File: config.mk
export PLATFORM = sky130hd
export DESIGN_NAME = chri_round_stage
export DESIGN_NICKNAME = d
export VERILOG_FILES = /design/src/hw/rtl/chri_pkg.sv /design/src/hw/rtl/chri_round_stage.sv
export SDC_FILE = /design/constraint.sdc
export NUM_CORES = 1
export LEC_CHECK = 0
export BUFFER_PORTS_ARGS = -buffer_cell sky130_fd_sc_hd__buf_2
export CAP_MARGIN = 10
export CORE_UTILIZATION = 30
export CTS_CLUSTER_DIAMETER = 150
export CTS_CLUSTER_SIZE = 20
export DETAILED_ROUTE_END_ITERATION = 6
export PLACE_DENSITY = 0.57
export REMOVE_ABC_BUFFERS = 1
export SYNTH_ARGS = -nofsm -noshare
export SYNTH_HDL_FRONTEND = slang
export SYNTH_SLANG_ARGS = --single-unit
File: constraint.sdc
create_clock -name clk -period 15.22 [get_ports clk]
set_input_delay 3.044 -clock clk [delete_from_list [all_inputs] [get_ports clk]]
set_output_delay 3.044 -clock clk [all_outputs]
set_load 0.005 [all_outputs]
File: src/hw/rtl/chri_pkg.sv
// shared constants, types and helpers of the counter hash random index block
package chri_pkg;

  localparam logic [31:0] HASH_SEED = 32'h243f6a88;
  localparam logic [31:0] ROUND_ADD = 32'h9e3779b9;
  localparam logic [31:0] ORD_MUL   = 32'h85ebca6b;
  localparam logic [31:0] ROUND_MUL = 32'hc2b2ae35;
  localparam logic [31:0] FIN_MUL_A = 32'h7feb352d;
  localparam logic [31:0] FIN_MUL_B = 32'h846ca68b;
  localparam logic [31:0] FINAL_XOR = 32'h13198a2e;
  localparam int unsigned ROT_AMOUNT = 13;

  localparam int unsigned ROUNDS      = 10;
  localparam int unsigned KEY_IN      = 8;
  localparam int unsigned FIN_STAGES  = 2;
  localparam int unsigned HASH_STAGES = ROUNDS + FIN_STAGES;
  localparam int unsigned DIV_STAGES  = 32;
  localparam int unsigned NUM_STAGES  = HASH_STAGES + DIV_STAGES;

  // configuration register indexes
  localparam logic REG_SIMULATION_EPOCH = 1'b0;
  localparam logic REG_MATCH_SEED       = 1'b1;

  // one stage of the remainder pipeline
  typedef struct packed {
    logic [31:0] rem;
    logic [31:0] num;
    logic [31:0] raw;
    logic [31:0] bound;
  } div_t;

  // per-round additive constant: golden ratio plus ordinal times the odd multiplier
  function automatic logic [31:0] round_const(input int unsigned k);
    logic [63:0] p;
    p = 64'(k) * 64'(ORD_MUL);
    return ROUND_ADD + p[31:0];
  endfunction

  function automatic logic [31:0] mix16(input logic [31:0] v);
    return v ^ (v >> 16);
  endfunction

endpackage

File: src/hw/rtl/chri_round_stage.sv
// one registered hash round: add, xor with rotate, multiply
module chri_round_stage (
  input  logic        clk,
  input  logic        ld,
  input  logic [31:0] s_in,
  input  logic [31:0] word,
  input  logic [31:0] rc,
  output logic [31:0] m
);
  import chri_pkg::*;

  logic [31:0] t;
  logic [31:0] u;

  always_comb begin
    t = s_in + word + rc;
    u = t ^ ((t << ROT_AMOUNT) | (t >> (32 - ROT_AMOUNT)));
  end

  // product register, xor-shift is folded into the next stage
  always_ff @(posedge clk) begin
    if (ld) begin
      m <= u * ROUND_MUL;
    end
  end

endmodule

## After elaboration in Yosys (flattened, before gate mapping)

Index checks and enable logic that the tools add are counted.

- Flip-flop bits (word level): 32
- Bits of input ports: 98
- Output and inout port bits: 32
- Logic and storage cells: 6

- Add/subtract/negate cells: 2
- Multipliers: 1
- Bitwise operators: 2

Operator list:

| kind | number |
|---|---|
| $add A32 B32 Y32 | 2 |
| $mul A32 B31 Y32 const B | 1 |
| $or A32 B13 Y32 | 1 |
| $xor A32 B32 Y32 | 1 |

## Depth between registers and ports, before layout

- Word-level depth: 5
- Gate-level depth with buffers: 40
- Gate-level depth less buffers: 40

## Least setup slack after synthesis

No wires, ideal clock.

- Path kind: input-to-reg
- Start point: in s_in[1]
- End point: reg m[31] (data pin)
- Library setup time: 0.268 ns
- Arrival time: 11.568 ns
- Required time: 14.952 ns
- Path slack: 3.384 ns
- Stages: 36
- Buffers on the path: 0
- Cell sequence: fa_1 -> ha_1 -> inv_1 -> fa_1 -> nand2b_1 -> a21o_1 -> a211oi_2 -> o21ba_1 -> o2111ai_2 -> and2_4 -> o21ai_2 -> a21oi_4 -> xnor2_2 -> xor2_1 -> inv_2 -> ha_1 -> ha_1 -> fa_1 -> inv_1 -> fa_1 -> inv_1 -> fa_1 -> inv_1 -> fa_1 -> inv_1 -> fa_1 -> fa_1 -> ha_1 -> nand3_1 -> or3_1 -> or3_1 -> a21oi_1 -> nor2_1 -> nand2_1 -> a31oi_1 -> xnor3_1

- Word-level cells in the longest chain between the ends: 5

RTL lines:

| item | line | text |
|---|---|---|
| start, declared | chri_round_stage.sv:5 | `input logic [31:0] s_in,` |
| $add A32 B32 Y32 (*) (2 in a row) | chri_round_stage.sv:16 | `t = s_in + word + rc;` |
| $or A32 B13 Y32 | chri_round_stage.sv:17 | `u = t ^ ((t << ROT_AMOUNT) \| (t >> (32 - ROT_AMOUNT)));` |
| $xor A32 B32 Y32 (*) | chri_round_stage.sv:17 |  |
| $mul A32 B31 Y32 (*) | chri_round_stage.sv:23 | `m <= u * ROUND_MUL;` |
| end signal, assigned | chri_round_stage.sv:23 |  |
| end, declared | chri_round_stage.sv:8 | `output logic [31:0] m` |

Mark *: on every way between the ends. The rest lies on a longest branch, timed or not.
A chain may end at the register's enable or synchronous reset.

## Final worst setup path

Same ends and word-level chain as after synthesis.

==> impl_results.md <==
- Main combinational cell family by area after synthesis: adder cells
- Worst Path Class, Setup: in -> reg
- Most used DFF post-synth: edfxtp_1
- Clock sink count: 32
- Post-synth EDFFs: 32
- Initial antenna violation count: 1
- DRC errors left: 0
- Mux contribution to synthesized area: 0%
- Final Setup Violations: 0
- HPWL after detailed placement: 28500 um
- Setup TNS: 0 ps
- Status: complete, no violations
- Via Count: 8036
- Mapped Area: 11900 um^2
- Global Route Usage Sum: roughly 16%
- Yosys Warn Count: 0
- CTS root buf: clkbuf_16
- Library cells used by synthesis: 62
- Fmax: 78.2 MHz
- Clock transition at path regs: 70 ps
- TritonCTS Buffers: 5
- Syn_area_per_cell: 10.2 um^2
- Number of port buffers: 129
- Antenna Nets Post-Route: 0
- Vias in the first global route: 8753
- Worst hold path class: in -> reg
- Post-Route WL: 30500 um
- Most frequent CP cell: fa_1
- #FFs+latches synth: 32
- Worst-Margin Slew: 1040 ps
- # fillers: 4058
- Final hold vios: 0
- Max Cap Viol: 0
- Synth Area in XOR/XNOR: 10.3%
- Tmin final: 12780 ps
- Critical Path End Type: register
- Post-synthesis async set-or-reset flop share: 0%
- CP required: 15260 ps
- Max_slew headroom: 30.2%
- Drt initial violations: roughly 240
- NumNets Final: 1835
- H-tree depth: 2
- CP top delay family: adder cells
- Final-report max-slew violation count: 0
- Post-Synth Simple-Gate Area: 4.25%
- Final period util: 84.0%
- Full die area: between 40000 and 50000 um^2
- Top reg by flops: m
- Routed len/inst: 16.8 um
- Critical Path Max Stage Delay: 640 ps
- Max reg flops: 32
- CP startpoint kind: input port
- Placer congestion estimate: between 0.9 and 1
- Die H: 201 um
- Die Wd: 201 um
- Layout cells sized above 1: 12.4%
- Register area share after synthesis: 8.07%
- DR pass1 iterations: 4
- RSZ-0062 raised after global routing: false
- Post-cts resize count: 0
- Grt total ovfl: 0
- Area Overhead vs Synth: 12.2%
- First-pass GRT wire length: 47900 um
- Longest Clk Path Bufs: 2
- Post-CTS Setup Bufs: 0
- # rows: 72
- CTS tree: built
- Via-to-Cell Ratio: 4.41
- Slowest CP cell: xor2_1
- Antenna diodes: 0
- Worst path bufs/invs: 6
- Arr. time, crit path: 12820 ps
- Crit Path Max Fanout: 6
- Mapped Cells: 1164
- Largest net degree at the start of global routing: 33
- Adder-cell share of the synthesized area: 58.8%
- Largest regs: m x32
- Post-synthesis compound-gate area fraction: 8.28%
- Starting Density: a little under a third
- Top Ports: 130
- Hold Buf Count CTS: 0
- CORE AREA: 38900 um^2
==> path summary, 6_finish.rpt <==
check,to,depth (start not counted),slack [ps],start
max,m[31]$_DFFE_PP_,36,2440,s_in[1]
min,m[26]$_DFFE_PP_,1,3380,ld
==> logic make-up (layout without fill, tap and decap cells) <==
family                     after synthesis  after routing
AOI/OAI and AO/OA                      143            143
xor gates and xnor gates               128            128
adders and majority gates              434            434
buffers and inverters                  324            463
DFF                                     32             32
and+or+nand+nor                        103            103
==> cells in the final DEF (no fill, tap or decap), types with 3 or more instances in the layout <==
cell and count:
nand3_1 11, buf_4 4, xnor2_1 78, xor2_1 39, nand2b_1 8, a31oi_1 6, and3_1 4, or3_1 3
xnor3_1 4, nor2b_1 6, a21oi_1 41, and2_1 5, inv_1 321, fa_1 209, xnor2_2 4, o21ai_1 4
nor3_1 4, nor2_1 25, a21o_1 33, edfxtp_1 32, ha_1 225, clkbuf_16 5, o21ai_0 10, nand2_1 28
a211oi_1 7, a21oi_2 3, o21a_1 5, o21bai_1 6, buf_2 129
==> cell usage after synthesis, drive strengths merged, types with 8 or more instances <==
| master | instances | area [um^2] |
|---|---|---|
| inv | 323 | 1210 |
| ha | 225 | 2820 |
| fa | 209 | 4180 |
| xnor2 | 83 | 776 |
| a21oi | 45 | 248 |
| xor2 | 41 | 367 |
| a21o | 33 | 248 |
| edfxtp | 32 | 961 |
| nand2 | 28 | 105 |
| nor2 | 26 | 100 |
| o21ai | 15 | 78.8 |
| nand3 | 11 | 55.1 |
| a211oi | 8 | 65.1 |
| nand2b | 8 | 50.1 |
==> routing by layer <==
metal	vias up	global-route usage, %	wire length [um]
met1	3910	21.0	14200
met4	0	3.11	503
met5	-	0	0
li1	3938	-	-
met3	20	1.38	1140
met2	168	27.0	14700
==> per-stage QoR <==
step	hold WS, ps	setup slack (ps)	area, um^2	util, %	cells
3_3_place_gp	3440	2070	13200	34.0	1814
3_5_place_dp	3440	2000	13200	34.0	1814
6_report	3380	2440	13400	34.3	1821
2_1_floorplan	3160	3380	11900	-	1163
5_1_grt	3440	1850	13400	34.3	1821
4_1_cts	3410	2280	13400	34.3	1821
==> layout make-up <==
class,count,area [um^2],area share [%]
clock buffers,5,125,0.937
clock inverters,2,7.51,0.0562
inverters,323,1210,9.07
multi-input cells,808,9730,72.8
flip-flops and latches,32,961,7.19
well taps,518,648,4.85
repair buffers,133,676,5.06
Power is not shown: default switching activity piles up to over one toggle a cycle in this logic, so the estimate is an artifact.
