**config.mk**
```make
export PLATFORM = sky130hd
export DESIGN_NAME = chri_div_stage
export DESIGN_NICKNAME = d
export VERILOG_FILES = /design/src/hw/rtl/chri_pkg.sv /design/src/hw/rtl/chri_div_stage.sv
export SDC_FILE = /design/constraint.sdc
export NUM_CORES = 1
export LEC_CHECK = 0
export BUFFER_PORTS_ARGS = -buffer_cell sky130_fd_sc_hd__clkbuf_2
export CORE_MARGIN = 2
export CORE_UTILIZATION = 35
export CTS_CLUSTER_SIZE = 8
export DETAILED_ROUTE_END_ITERATION = 6
export HOLD_SLACK_MARGIN = 0.15
export SLEW_MARGIN = 20
export SYNTH_ARGS = -nofsm -noshare
export SYNTH_HDL_FRONTEND = slang
export SYNTH_SLANG_ARGS = --single-unit
```
**constraint.sdc**
```tcl
create_clock -name clk -period 2.53 [get_ports clk]
set_input_delay 0 -clock clk [delete_from_list [all_inputs] [get_ports clk]]
set_output_delay 0 -clock clk [all_outputs]
set_load 0.1 [all_outputs]
```
**src/hw/rtl/chri_pkg.sv**
```systemverilog
// shared constants, types and helpers of the counter hash random index block
package chri_pkg;

  localparam logic [31:0] HASH_SEED = 32'h243f6a88;
  localparam logic [31:0] ROUND_ADD = 32'h9e3779b9;
  localparam logic [31:0] ORD_MUL   = 32'h85ebca6b;
  localparam logic [31:0] ROUND_MUL = 32'hc2b2ae35;
  localparam logic [31:0] FIN_MUL_A = 32'h7feb352d;
  localparam logic [31:0] FIN_MUL_B = 32'h846ca68b;
  localparam logic [31:0] FINAL_XOR = 32'h13198a2e;
  localparam int unsigned ROT_AMOUNT = 13;

  localparam int unsigned ROUNDS      = 10;
  localparam int unsigned KEY_IN      = 8;
  localparam int unsigned FIN_STAGES  = 2;
  localparam int unsigned HASH_STAGES = ROUNDS + FIN_STAGES;
  localparam int unsigned DIV_STAGES  = 32;
  localparam int unsigned NUM_STAGES  = HASH_STAGES + DIV_STAGES;

  // configuration register indexes
  localparam logic REG_SIMULATION_EPOCH = 1'b0;
  localparam logic REG_MATCH_SEED       = 1'b1;

  // one stage of the remainder pipeline
  typedef struct packed {
    logic [31:0] rem;
    logic [31:0] num;
    logic [31:0] raw;
    logic [31:0] bound;
  } div_t;

  // per-round additive constant: golden ratio plus ordinal times the odd multiplier
  function automatic logic [31:0] round_const(input int unsigned k);
    logic [63:0] p;
    p = 64'(k) * 64'(ORD_MUL);
    return ROUND_ADD + p[31:0];
  endfunction

  function automatic logic [31:0] mix16(input logic [31:0] v);
    return v ^ (v >> 16);
  endfunction

endpackage

```
**src/hw/rtl/chri_div_stage.sv**
```systemverilog
// one registered bit of the restoring remainder pipeline
module chri_div_stage (
  input  logic          clk,
  input  logic          ld,
  input  chri_pkg::div_t d_in,
  output chri_pkg::div_t d_q
);
  import chri_pkg::*;

  logic [32:0] shifted;
  logic [32:0] diff;
  div_t        d_next;

  always_comb begin
    shifted = {d_in.rem, d_in.num[31]};
    diff    = shifted - {1'b0, d_in.bound};
    d_next  = d_in;
    d_next.num = {d_in.num[30:0], 1'b0};
    if (shifted >= {1'b0, d_in.bound}) begin
      d_next.rem = diff[31:0];
    end else begin
      d_next.rem = shifted[31:0];
    end
  end

  always_ff @(posedge clk) begin
    if (ld) begin
      d_q <= d_next;
    end
  end

endmodule

```
=== Word level (Yosys, flattened, before mapping) ===
Cells that the tools add are included.

* Add/subtract/negate cells: 1
* $lt $le $gt $ge: 1
* Muxes and demuxes: 1

{| class="wikitable"
|+ Operators by type and width
! cell !! number
|-
| $ge A33 B32 Y1 || 1
|-
| $mux W32 || 1
|-
| $sub A32 B32 Y32 || 1
|}

* Flip-flop bits (word level): 127
* Word-level logic and storage cells: 7

=== Depth between registers and ports, before layout ===
Gate-level depths: netlist of the first run.

* Depth after elaboration: 2
* Depth in mapped cells: 13

=== Worst setup path after synthesis of the first run ===
No wires, ideal clock.

* Path kind: input -> register
* From: input port d_in[95] (netlist name)
* To: register d_q[124] (netlist name) (data pin)
* Data arrival time: 2.305 ns
* Data required time: 2.270 ns
* Slack: -0.035 ns
* Stages: 12
* Path buffers: 0
* Cell sequence: inv_1 > ha_1 > inv_1 > fa_1 > a21o_1 > a221oi_4 > o2111ai_1 > a31o_1 > a221oi_4 > o221ai_2 > xor2_1 > mux2_2

{| class="wikitable"
|+ RTL lines
! what !! line !! source
|-
| start: declaration || chri_div_stage.sv:5 || <nowiki>input chri_pkg::div_t d_in,</nowiki>
|-
| end signal: assignment || chri_div_stage.sv:28 || <nowiki>d_q <= d_next;</nowiki>
|-
| end: declaration || chri_div_stage.sv:6 || <nowiki>output chri_pkg::div_t d_q</nowiki>
|}

==> impl_summary.txt, run 1 <==
----------------------------------------------------
[Outcome]
  Result of the run ... complete, but fails checks
  Failing checks ... hold timing

[Placed design]
  RD Place Congestion ... 0.860
  DP Wirelength ... 12,900 um
  Area after detailed placement ... 7850 um2
  Count of port buffers added during placement ... 256

[Setup path]
  Worst path required time ... 2.70 ns
  CP endpoint kind ... flip-flop
  Critical Path End ... d_q[127]$_DFFE_PP_
  Critical path data arrival time ... 2.62 ns
  Start point of the critical path ... d_in[22]
  Category of the critical setup timing path ... in -> reg
  Critical path startpoint category ... input pin
  Top fanout value on the critical path ... 6

[Worst hold path]
  Class of the tightest hold or removal check ... in -> reg

[Floorplanning]
  Die X-Extent ... 135 um
  Die outline height ... 135 um
  Cell Rows ... 47
  I/O pin cnt ... 258
  Die ar. ... 18,300 um2
  Initial standard-cell utilization of the core ... 0.361
  Placeable core region ... 16,700 um2

[Final layout]
  Flip-flop count of the largest register after layout ... 127
  Final Instance Area ... 9800 um2
  Antenna Diode Count ... 0
  # nets final ... 1,062
  Biggest register ... d_q
  Footprint of the flip-flops and latches ... 3810 um2
  Total of fill cells in the finished design ... 1,391
  Leading registers by flop count ... d_q (127)
  Area added between synthesis and finish ... 62.6%
  Fraction of final layout cells sized beyond drive strength 1 ... 0.384
  Multi-input logic area ... 2050 um2

[Drt]
  Router iterations before antenna repair ... 4
  Post-DR wirelength/cell ... 16.3 um
  # DRC ... 0
  Vias per inst ... 4.75
  Drt first-iter violations ... 251
  Post-detailed-routing wire length ... 18,400 um
  Via total after detailed routing ... 5,372
  Remaining antenna violation count after routing ... 0

[Timing]
  Final hold slack ... -0.197 ns
  Transition time at the pin with the least slew margin ... 0.579 ns
  Upper clock frequency limit ... 408 MHz
  RSZ-0062 raised after global routing ... true
  Final critical-path required period ... 2.45 ns
  Part of the cycle the worst path needs ... 0.969
  Hold Fails Final Rpt ... 2
  Setup violators final ... 0
  Worst-case headroom to the max-slew limit ... 0.616
  Number of pins exceeding their max-slew limit in the final report ... 0

[Yosys]
  Synth Area per Inst ... 12.7 um2
  Post-synth top flop ... sky130_fd_sc_hd__edfxtp_1
  Fraction of synthesis flops using an asynchronous set or reset pin ... 0
  Seq/Total Area, Yosys ... 0.633
  Cells after synthesis ... 474
  Number of enable-type register cells in the synthesized netlist ... 127
  Ranking of synthesized cells by instance count ... sky130_fd_sc_hd__edfxtp_1, sky130_fd_sc_hd__inv_1, sky130_fd_sc_hd__nand2_1
  Most numerous cell in the Yosys netlist ... sky130_fd_sc_hd__edfxtp_1
  Yosys warns ... 0
  Area share of the leading cell type in the synthesized netlist ... 0.633
  Number of distinct library cells after synthesis ... 48
  Cell type contributing the most total cell area after synthesis ... sky130_fd_sc_hd__edfxtp_1
  FF+latch count, synth ... 127
  Dominant cells by area after synthesis ... sky130_fd_sc_hd__edfxtp_1, sky130_fd_sc_hd__ha_1, sky130_fd_sc_hd__inv_1
  Area of the mapped netlist ... 6020 um2
  Nets in the synthesized netlist ... 637

[Job]
  Number of violations of the max-capacitance limit ... 0

[Global route]
  GRT overflow ... 0
  Wire length of the first global-routing pass ... 28,400 um
  Vias in the first global route ... 5,661
  Combined global-route utilization of all metal layers ... 0.201
  Antenna violations before repair ... 1
  Pin count of the biggest net entering global routing ... 53

[CTS]
  Buffer depth of the longest clock path ... 2
  Clock tree from TritonCTS ... yes
  Clk slew on worst S/H paths ... 0.06 ns
  H-tree Lvls ... 4
  Clock sink count ... 127
  Number of buffers created by CTS ... 17
  Hold Buf Count CTS ... 127
  Buffer type at the clock tree root ... sky130_fd_sc_hd__clkbuf_16

[Power and ir drop]
  Leakage power ... 4.36 nW
  VDD IR-drop max ... 0.440 mV
  Cell area power density ... 807 nW/um2
  Total power consumption of the routed design ... 0.00790 W

----------------------------------------------------
-- cell type report --
cell class                      count  area share
Clock buffer                       17      0.0434
Tap cell                          220      0.0281
Inverter                           46      0.0176
Timing Repair Buffer              422       0.294
Multi-Input combinational cell    285       0.209
Clock inverter                     14      0.0185
Sequential cell                   127       0.389
-- per-layer routing --
layer	GRT usage	up-vias	wire length, um
li1	-	2610	-
met1	0.228	2533	7310
met2	0.370	204	9430
met3	0.0516	25	1330
met4	0.0642	0	332
met5	0	-	0
-- cells in the final DEF, fill, tap and decap left out, types with 4 or more instances in the layout --
cell,instances
sky130_fd_sc_hd__clkbuf_2,255
sky130_fd_sc_hd__edfxtp_1,127
sky130_fd_sc_hd__dlygate4sd3_1,127
sky130_fd_sc_hd__inv_1,46
sky130_fd_sc_hd__nand2_1,46
sky130_fd_sc_hd__buf_4,36
sky130_fd_sc_hd__o21ai_0,30
sky130_fd_sc_hd__ha_1,29
sky130_fd_sc_hd__a21oi_1,27
sky130_fd_sc_hd__clkbuf_16,17
sky130_fd_sc_hd__nor2_1,15
sky130_fd_sc_hd__xnor2_1,13
sky130_fd_sc_hd__xor2_1,13
sky130_fd_sc_hd__o21a_1,8
sky130_fd_sc_hd__nand4_1,8
sky130_fd_sc_hd__o21ai_1,8
sky130_fd_sc_hd__a21o_1,7
sky130_fd_sc_hd__o211ai_1,5
sky130_fd_sc_hd__nand3_1,5
sky130_fd_sc_hd__nand2b_1,5
sky130_fd_sc_hd__o21bai_1,5
sky130_fd_sc_hd__nor3_1,4
sky130_fd_sc_hd__mux2_2,4
sky130_fd_sc_hd__clkinv_4,4
sky130_fd_sc_hd__inv_6,4
-- critical path, cell delays in order --
cell	delay (ns)
sky130_fd_sc_hd__dlygate4sd3_1	0.53
sky130_fd_sc_hd__clkbuf_2	0.11
sky130_fd_sc_hd__inv_1	0.04
sky130_fd_sc_hd__ha_1	0.38
sky130_fd_sc_hd__a21oi_2	0.21
sky130_fd_sc_hd__o21a_1	0.15
sky130_fd_sc_hd__o21ai_0	0.10
sky130_fd_sc_hd__a31oi_2	0.24
sky130_fd_sc_hd__nand2_1	0.15
sky130_fd_sc_hd__a21oi_4	0.18
sky130_fd_sc_hd__buf_4	0.17
sky130_fd_sc_hd__mux2_2	0.34
-- through the flow --
| stage | util | hold WS (ns) | std cells | worst slack, ns | TNS, ns |
|---|---|---|---|---|---|
| global placement | 0.470 | 0.177 | 973 | -0.219 | -1.06 |
| floorplan | - | 0.0989 | 474 | -0.00383 | -0.00383 |
| detailed placement | 0.470 | 0.179 | 973 | -0.230 | -1.28 |
| finish | 0.587 | -0.197 | 1131 | 0.0793 | 0 |
| global route | 0.587 | -0.215 | 1131 | -0.0400 | -0.156 |
| CTS | 0.583 | -0.216 | 1131 | 0.0204 | 0 |
-- cell families after synthesis --
kind of cell / Yosys count / share of synthesized area
compound gates: 123 / 0.135
other cells: 1 / 0.000622
simple gates: 97 / 0.0739
fa+ha+maj: 33 / 0.0698
buf+inv: 62 / 0.0407
flops: 127 / 0.633
xor+xnor: 26 / 0.0378
mux: 5 / 0.00935
-- how the worst min path moves through the flow --
stage,startpoint,to,slack [ns],cells past startpoint
final,d_in[0],d_q[0]$_DFFE_PP_,-0.20,1
after global routing,d_in[0],d_q[0]$_DFFE_PP_,-0.22,1
after CTS,d_in[0],d_q[0]$_DFFE_PP_,-0.22,1
after detailed placement,d_in[33],d_q[33]$_DFFE_PP_,0.18,1
after global placement,d_in[65],d_q[66]$_DFFE_PP_,0.18,1
after floorplan,d_in[0],d_q[0]$_DFFE_PP_,0.1,0
-- report_power, final --
| group | total [W] | switching (W) | internal (W) |
|---|---|---|---|
| combinational | 0.00272 | 0.00208 | 0.000642 |
| clock | 0.00255 | 0.000986 | 0.00157 |
| sequential | 0.00263 | 0.0000624 | 0.00257 |
| total | 0.00790 | 0.00313 | 0.00478 |
-- timing repair --
action / CTS / global route
setup buffers: 0 / 0
gates resized for setup: 0 / 15
endpoints found under the setup margin: 0 / 32
endpoints found under the hold margin: 176 / 2
Power figures use the tool's default switching activity.
==> run 2: changes to the inputs <==
==> constraint.sdc (replaced) <==
create_clock -name clk -period 2.53 [get_ports clk]
set_input_delay 0.506 -clock clk [delete_from_list [all_inputs] [get_ports clk]]
set_output_delay 0.506 -clock clk [all_outputs]
set_load 0.1 [all_outputs]
==> run 2 against run 1 <==
  * The flow finishes with violations (setup timing)
  * First-iteration DRC count shrank 18%
  * Count of clock-buffer cells in the layout rose by 1
  * Critical path depth grew 1
  * Routed wire length is 1.9% lower
  * Via count is 3.9% lower
  * Total power shrank 1.3%
  * Sequential share of layout area up 1.6 points
  * Critical path type unchanged
  * Critical endpoint is now d_q[124]$_DFFE_PP_
==> impl_summary.txt, run 2 (synthesized netlist as in run 1, its figures left out) <==
----------------------------------------------------
[Outcome]
  Result of the run ... complete, but fails checks
  Failing checks ... setup timing

[Global route]
  GRT overflow ... 0
  Pin count of the biggest net entering global routing ... 61
  Wire length of the first global-routing pass ... 27,600 um
  Combined global-route utilization of all metal layers ... 0.198
  Vias in the first global route ... 5,414
  Antenna violations before repair ... 0

[Timing]
  Transition time at the pin with the least slew margin ... 0.626 ns
  Part of the cycle the worst path needs ... 1.09
  Final-layout setup total negative slack ... -0.639 ns
  Number of pins exceeding their max-slew limit in the final report ... 0
  PnR worst setup slack ... -0.227 ns
  RSZ-0062 raised after global routing ... true
  Worst-case headroom to the max-slew limit ... 0.582
  Setup violators final ... 6
  Final hold slack ... 0.258 ns
  Hold Fails Final Rpt ... 0
  Upper clock frequency limit ... 363 MHz
  Final critical-path required period ... 2.76 ns

[Worst hold path]
  Startpoint of the lowest-slack hold path ... d_in[73]
  Destination of the worst hold path ... d_q[74]$_DFFE_PP_
  Class of the tightest hold or removal check ... in -> reg
  Worst Hold Path Cells ... 1

[CTS]
  Buffer type at the clock tree root ... sky130_fd_sc_hd__clkbuf_16
  Clk slew on worst S/H paths ... 0.07 ns
  Clock sink count ... 127
  Buffer depth of the longest clock path ... 2
  Number of buffers created by CTS ... 17
  H-tree Lvls ... 4
  Clock tree from TritonCTS ... yes
  Hold Buf Count CTS ... 0

[Power and ir drop]
  VDD IR-drop max ... 0.482 mV
  Leakage power ... 4.27 nW
  Cell area power density ... 829 nW/um2
  Total power consumption of the routed design ... 0.00780 W

[Final layout]
  Antenna Diode Count ... 0
  # nets final ... 1,022
  Total of fill cells in the finished design ... 1,440
  Share of the core filled with cells ... 0.563
  Fraction of final layout cells sized beyond drive strength 1 ... 0.526
  Most common library cell in the layout ignoring fill and taps ... sky130_fd_sc_hd__clkbuf_2
  Biggest register ... d_q
  Area added between synthesis and finish ... 56.2%
  Leading registers by flop count ... d_q (127)
  Commonest cells after routing, fill and taps aside ... sky130_fd_sc_hd__clkbuf_2, sky130_fd_sc_hd__edfxtp_1, sky130_fd_sc_hd__buf_4
  Flip-flop count of the largest register after layout ... 127

[Drt]
  Post-detailed-routing wire length ... 18,100 um
  # DRC ... 0
  Router iterations before antenna repair ... 4
  Via total after detailed routing ... 5,164
  Remaining antenna violation count after routing ... 0
  Vias per inst ... 4.73
  Post-DR wirelength/cell ... 16.5 um
  Drt first-iter violations ... 206

[Floorplanning]
  I/O pin cnt ... 258
  Die X-Extent ... 135 um
  Placeable core region ... 16,700 um2
  Cell Rows ... 47
  Die outline height ... 135 um
  Die ar. ... 18,300 um2
  Initial standard-cell utilization of the core ... 0.361

[Setup path]
  CP endpoint kind ... flip-flop
  Worst path required time ... 2.70 ns
  Critical path data arrival time ... 2.93 ns
  Critical path startpoint category ... input pin
  Category of the critical setup timing path ... in -> reg
  Top fanout value on the critical path ... 2

[Placed design]
  RD Place Congestion ... 0.786
  Dpl ws ... -0.753 ns
  Count of port buffers added during placement ... 256
  DP Wirelength ... 14,300 um

[Job]
  Number of violations of the max-capacitance limit ... 0

----------------------------------------------------
## run 2: worst max-delay path, stage by stage
cell and delay [ns]:
sky130_fd_sc_hd__clkbuf_16 0.14, sky130_fd_sc_hd__inv_12 0.04, sky130_fd_sc_hd__ha_4 0.12, sky130_fd_sc_hd__inv_2 0.03
sky130_fd_sc_hd__fa_2 0.33, sky130_fd_sc_hd__a21o_1 0.20, sky130_fd_sc_hd__a221oi_4 0.30, sky130_fd_sc_hd__o2111ai_2 0.14
sky130_fd_sc_hd__a31o_1 0.24, sky130_fd_sc_hd__a221oi_4 0.31, sky130_fd_sc_hd__o221ai_2 0.13, sky130_fd_sc_hd__xor2_1 0.16
sky130_fd_sc_hd__mux2_2 0.27
## run 2: per-stage QoR
step | instances | cell area (um2)
final | 1092 | 9410
after floorplan | 474 | 6280
after global routing | 1092 | 9410
after global placement | 1056 | 8670
after detailed placement | 1056 | 8670
after CTS | 1090 | 9300
## run 2: worst max-delay path by stage
stage	start	endpoint	slack, ns	cells past startpoint
after CTS	d_in[95]	d_q[124]$_DFFE_PP_	-0.22	13
final	d_in[95]	d_q[124]$_DFFE_PP_	-0.23	13
after detailed placement	d_in[95]	d_q[124]$_DFFE_PP_	-0.75	13
after global routing	d_in[95]	d_q[124]$_DFFE_PP_	-0.33	13
after global placement	d_in[95]	d_q[124]$_DFFE_PP_	-0.73	13
after floorplan	d_in[95]	d_q[124]$_DFFE_PP_	-0.50	12
## run 2: metal layers
| layer | vias to the layer above | GRT usage | part of all wire | routed length, um |
|---|---|---|---|---|
| met3 | 16 | 0.0580 | 0.076 | 1380 |
| met4 | 0 | 0.0602 | 0.010 | 188 |
| met5 | - | 0 | 0 | 0 |
| li1 | 2532 | - | - | - |
| met1 | 2433 | 0.219 | 0.39 | 7050 |
| met2 | 183 | 0.366 | 0.52 | 9440 |
## run 2: area by class of cell
class | count | area, um2 | share of cell area
clock buffers | 18 | 429 | 0.0456
clock inverters | 14 | 146 | 0.0156
inverters | 46 | 200 | 0.0213
multi-input cells | 285 | 2250 | 0.239
flip-flops and latches | 127 | 3810 | 0.405
well taps | 220 | 275 | 0.0293
repair buffers | 382 | 2300 | 0.244
## run 2: repair_timing
| action | CTS | global route |
|---|---|---|
| resized for setup | 8 | 14 |
| setup buffers | 2 | 3 |
| pin swaps | 10 | 14 |
| setup endpoints to repair | 19 | 29 |
## run 2: power breakdown
part / internal (W) / leakage, nW / switching, W
clock network: 0.00139 / 0.277 / 0.00101
logic: 0.000673 / 2.75 / 0.00211
registers: 0.00257 / 1.24 / 0.0000607
total: 0.00463 / 4.27 / 0.00317
==> run 3: changes to the inputs <==
--- a/config.mk
+++ b/config.mk
@@ -6,8 +6,7 @@
 export NUM_CORES = 1
 export LEC_CHECK = 0
 export BUFFER_PORTS_ARGS = -buffer_cell sky130_fd_sc_hd__clkbuf_2
-export CORE_MARGIN = 2
-export CORE_UTILIZATION = 35
+export CORE_UTILIZATION = 26
 export CTS_CLUSTER_SIZE = 8
 export DETAILED_ROUTE_END_ITERATION = 6
 export HOLD_SLACK_MARGIN = 0.15
==> run 3 against run 2 <==
  * Via count down 1.3%
  * The flow still finishes with violations (setup timing)
  * Clock power increased by 2%
  * Critical path type unchanged
  * Highest routed layer unchanged
  * Fmax increased by 0.32%
  * Core utilization shrank 15 points
==> impl_summary.txt, run 3 (synthesized netlist as in run 1, its figures left out) <==
----------------------------------------------------
[Global route]
  Antenna violations before repair ... 0
  Vias in the first global route ... 5,144
  Pin count of the biggest net entering global routing ... 55
  GRT overflow ... 0
  Combined global-route utilization of all metal layers ... 0.151
  Wire length of the first global-routing pass ... 27,100 um

[Final layout]
  Share of the core filled with cells ... 0.418
  Most common library cell in the layout ignoring fill and taps ... sky130_fd_sc_hd__clkbuf_2
  Fraction of final layout cells sized beyond drive strength 1 ... 0.518
  Flip-flop count of the largest register after layout ... 127
  Leading registers by flop count ... d_q (127)
  Biggest register ... d_q
  Antenna Diode Count ... 0
  Commonest cells after routing, fill and taps aside ... sky130_fd_sc_hd__clkbuf_2, sky130_fd_sc_hd__edfxtp_1, sky130_fd_sc_hd__buf_4
  Footprint of the flip-flops and latches ... 3810 um2
  Total of fill cells in the finished design ... 2,197
  # nets final ... 1,022
  Count of non-filler cells in the finished layout ... 1,157
  Area added between synthesis and finish ... 57.5%
  Multi-input logic area ... 2190 um2

[Power and ir drop]
  Total power consumption of the routed design ... 0.00785 W
  P_int ... 0.00464 W
  Fraction of power consumed by sequential logic ... 0.334
  Leakage power ... 4.29 nW
  Fraction of power spent switching nets ... 0.409
  Part of the total power dissipated in combinational logic ... 0.356
  Clock network power share ... 0.309
  Cell area power density ... 827 nW/um2
  VDD IR-drop max ... 0.368 mV
  P_sw ... 0.00321 W

[Setup path]
  Combined buffer and inverter count along the critical path ... 3
  Delay of the slowest cell on the worst path ... 0.34 ns
  Critical path data arrival time ... 2.92 ns
  Cell type group with the largest total delay on the critical path ... compound AO/OA/AOI/OAI gates
  Worst path required time ... 2.70 ns
  Category of the critical setup timing path ... in -> reg
  Ordered list of cells on the worst path ... clkbuf_16, inv_12, ha_4, inv_2, fa_2, a21o_1, a221oi_4, o2111ai_2, a31o_1, a221oi_4, o221ai_2, xor2_1, mux2_2
  Slowest cell on the critical path ... sky130_fd_sc_hd__a221oi_4
  CP endpoint kind ... flip-flop
  Top fanout value on the critical path ... 2
  Most used cell along the critical path ... sky130_fd_sc_hd__a221oi_4
  Critical path startpoint category ... input pin

[Placed design]
  DP Wirelength ... 13,900 um
  Number of cells in the design after placement ... 1,117
  Count of port buffers added during placement ... 256
  RD Place Congestion ... 0.792

[Floorplanning]
  I/O pin cnt ... 258
  Die X-Extent ... 154 um
  Cell Rows ... 55
  Placeable core region ... 22,700 um2
  Initial standard-cell utilization of the core ... 0.265
  Die ar. ... 23,800 um2
  Die outline height ... 154 um

[Timing]
  Final critical-path required period ... 2.75 ns
  Hold Fails Final Rpt ... 0
  Final hold slack ... 0.249 ns
  RSZ-0062 raised after global routing ... true
  Transition time at the pin with the least slew margin ... 0.578 ns
  Number of pins exceeding their max-slew limit in the final report ... 0
  Final-layout setup total negative slack ... -0.732 ns
  Setup violators final ... 7
  Part of the cycle the worst path needs ... 1.09
  Worst-case headroom to the max-slew limit ... 0.616
  Upper clock frequency limit ... 364 MHz
  PnR worst setup slack ... -0.218 ns

[Drt]
  # DRC ... 0
  Post-detailed-routing wire length ... 18,200 um
  Remaining antenna violation count after routing ... 0
  Vias per inst ... 4.40
  Via total after detailed routing ... 5,096
  Post-DR wirelength/cell ... 15.7 um
  Router iterations before antenna repair ... 4
  Drt first-iter violations ... 283

[Worst hold path]
  Startpoint of the lowest-slack hold path ... d_in[66]
  Worst Hold Path Cells ... 1
  Destination of the worst hold path ... d_q[67]$_DFFE_PP_
  Class of the tightest hold or removal check ... in -> reg

[CTS]
  Clock sink count ... 127
  Clk slew on worst S/H paths ... 0.07 ns
  Clock tree from TritonCTS ... yes
  H-tree Lvls ... 4
  Buffer depth of the longest clock path ... 2
  Number of buffers created by CTS ... 17
  Buffer type at the clock tree root ... sky130_fd_sc_hd__clkbuf_16
  Hold Buf Count CTS ... 0

[Outcome]
  Result of the run ... complete, but fails checks
  Failing checks ... setup timing

[Job]
  Number of violations of the max-capacitance limit ... 0

----------------------------------------------------
[run 3: cell types whose count changed in the layout (fill, tap and decap cells not counted), moves of 2 or more]
cell                        before  now
sky130_fd_sc_hd__ha_4           11    5
sky130_fd_sc_hd__clkbuf_16      18   20
sky130_fd_sc_hd__o21ai_0        26   24
sky130_fd_sc_hd__clkinv_4        3    1
sky130_fd_sc_hd__a21oi_1        26   24
sky130_fd_sc_hd__buf_4         121  117
sky130_fd_sc_hd__a21oi_4         2    4
sky130_fd_sc_hd__o21ai_1        12   14
sky130_fd_sc_hd__buf_6           3    5
sky130_fd_sc_hd__ha_1           21   27
[run 3: repair_timing]
item | CTS | global route
gates cloned | 0 | 2
setup buffers | 4 | 2
pin swaps | 13 | 10
endpoints found under the setup margin | 7 | 31
gates resized for setup | 7 | 14
[run 3: stage by stage]
step,setup WS [ns],area [um2]
finish,-0.218,9490
global route,-0.324,9490
CTS,-0.208,9360
detailed placement,-0.752,8720
global placement,-0.716,8720
floorplan,-0.504,6280
[run 3: routing by layer]
layer | global-route usage | wire length (um)
met5 | 0 | 0
met4 | 0.0376 | 108
met3 | 0.0479 | 1260
met2 | 0.277 | 9420
met1 | 0.168 | 7400
[run 3: worst max-delay path by stage]
| stage | startpoint | endpoint | slack, ns | depth (start not counted) |
|---|---|---|---|---|
| after floorplan | d_in[95] | d_q[124]$_DFFE_PP_ | -0.50 | 12 |
| after global routing | d_in[95] | d_q[124]$_DFFE_PP_ | -0.32 | 13 |
| final | d_in[95] | d_q[124]$_DFFE_PP_ | -0.22 | 13 |
| after global placement | d_in[95] | d_q[124]$_DFFE_PP_ | -0.72 | 13 |
| after CTS | d_in[95] | d_q[124]$_DFFE_PP_ | -0.21 | 13 |
| after detailed placement | d_in[95] | d_q[124]$_DFFE_PP_ | -0.75 | 13 |
[run 3: layout make-up]
cell class,count,share of cell area
clock buffers,17,0.0448
clock inverters,15,0.0157
inverters,46,0.0211
multi-input cells,285,0.231
flip-flops and latches,127,0.402
well taps,285,0.0376
repair buffers,382,0.248
[run 3: power by group through the flow]
stage | Sequential [W] | Clock (W) | Combinational (W)
final | 0.00263 | 0.00243 | 0.00280
after global routing | 0.00265 | 0.00259 | 0.00294
after CTS | 0.00263 | 0.00250 | 0.00277
after detailed placement | 0.00267 | 0 | 0.00274
after global placement | 0.00267 | 0 | 0.00273
after floorplan | 0.00416 | 0 | 0.000546
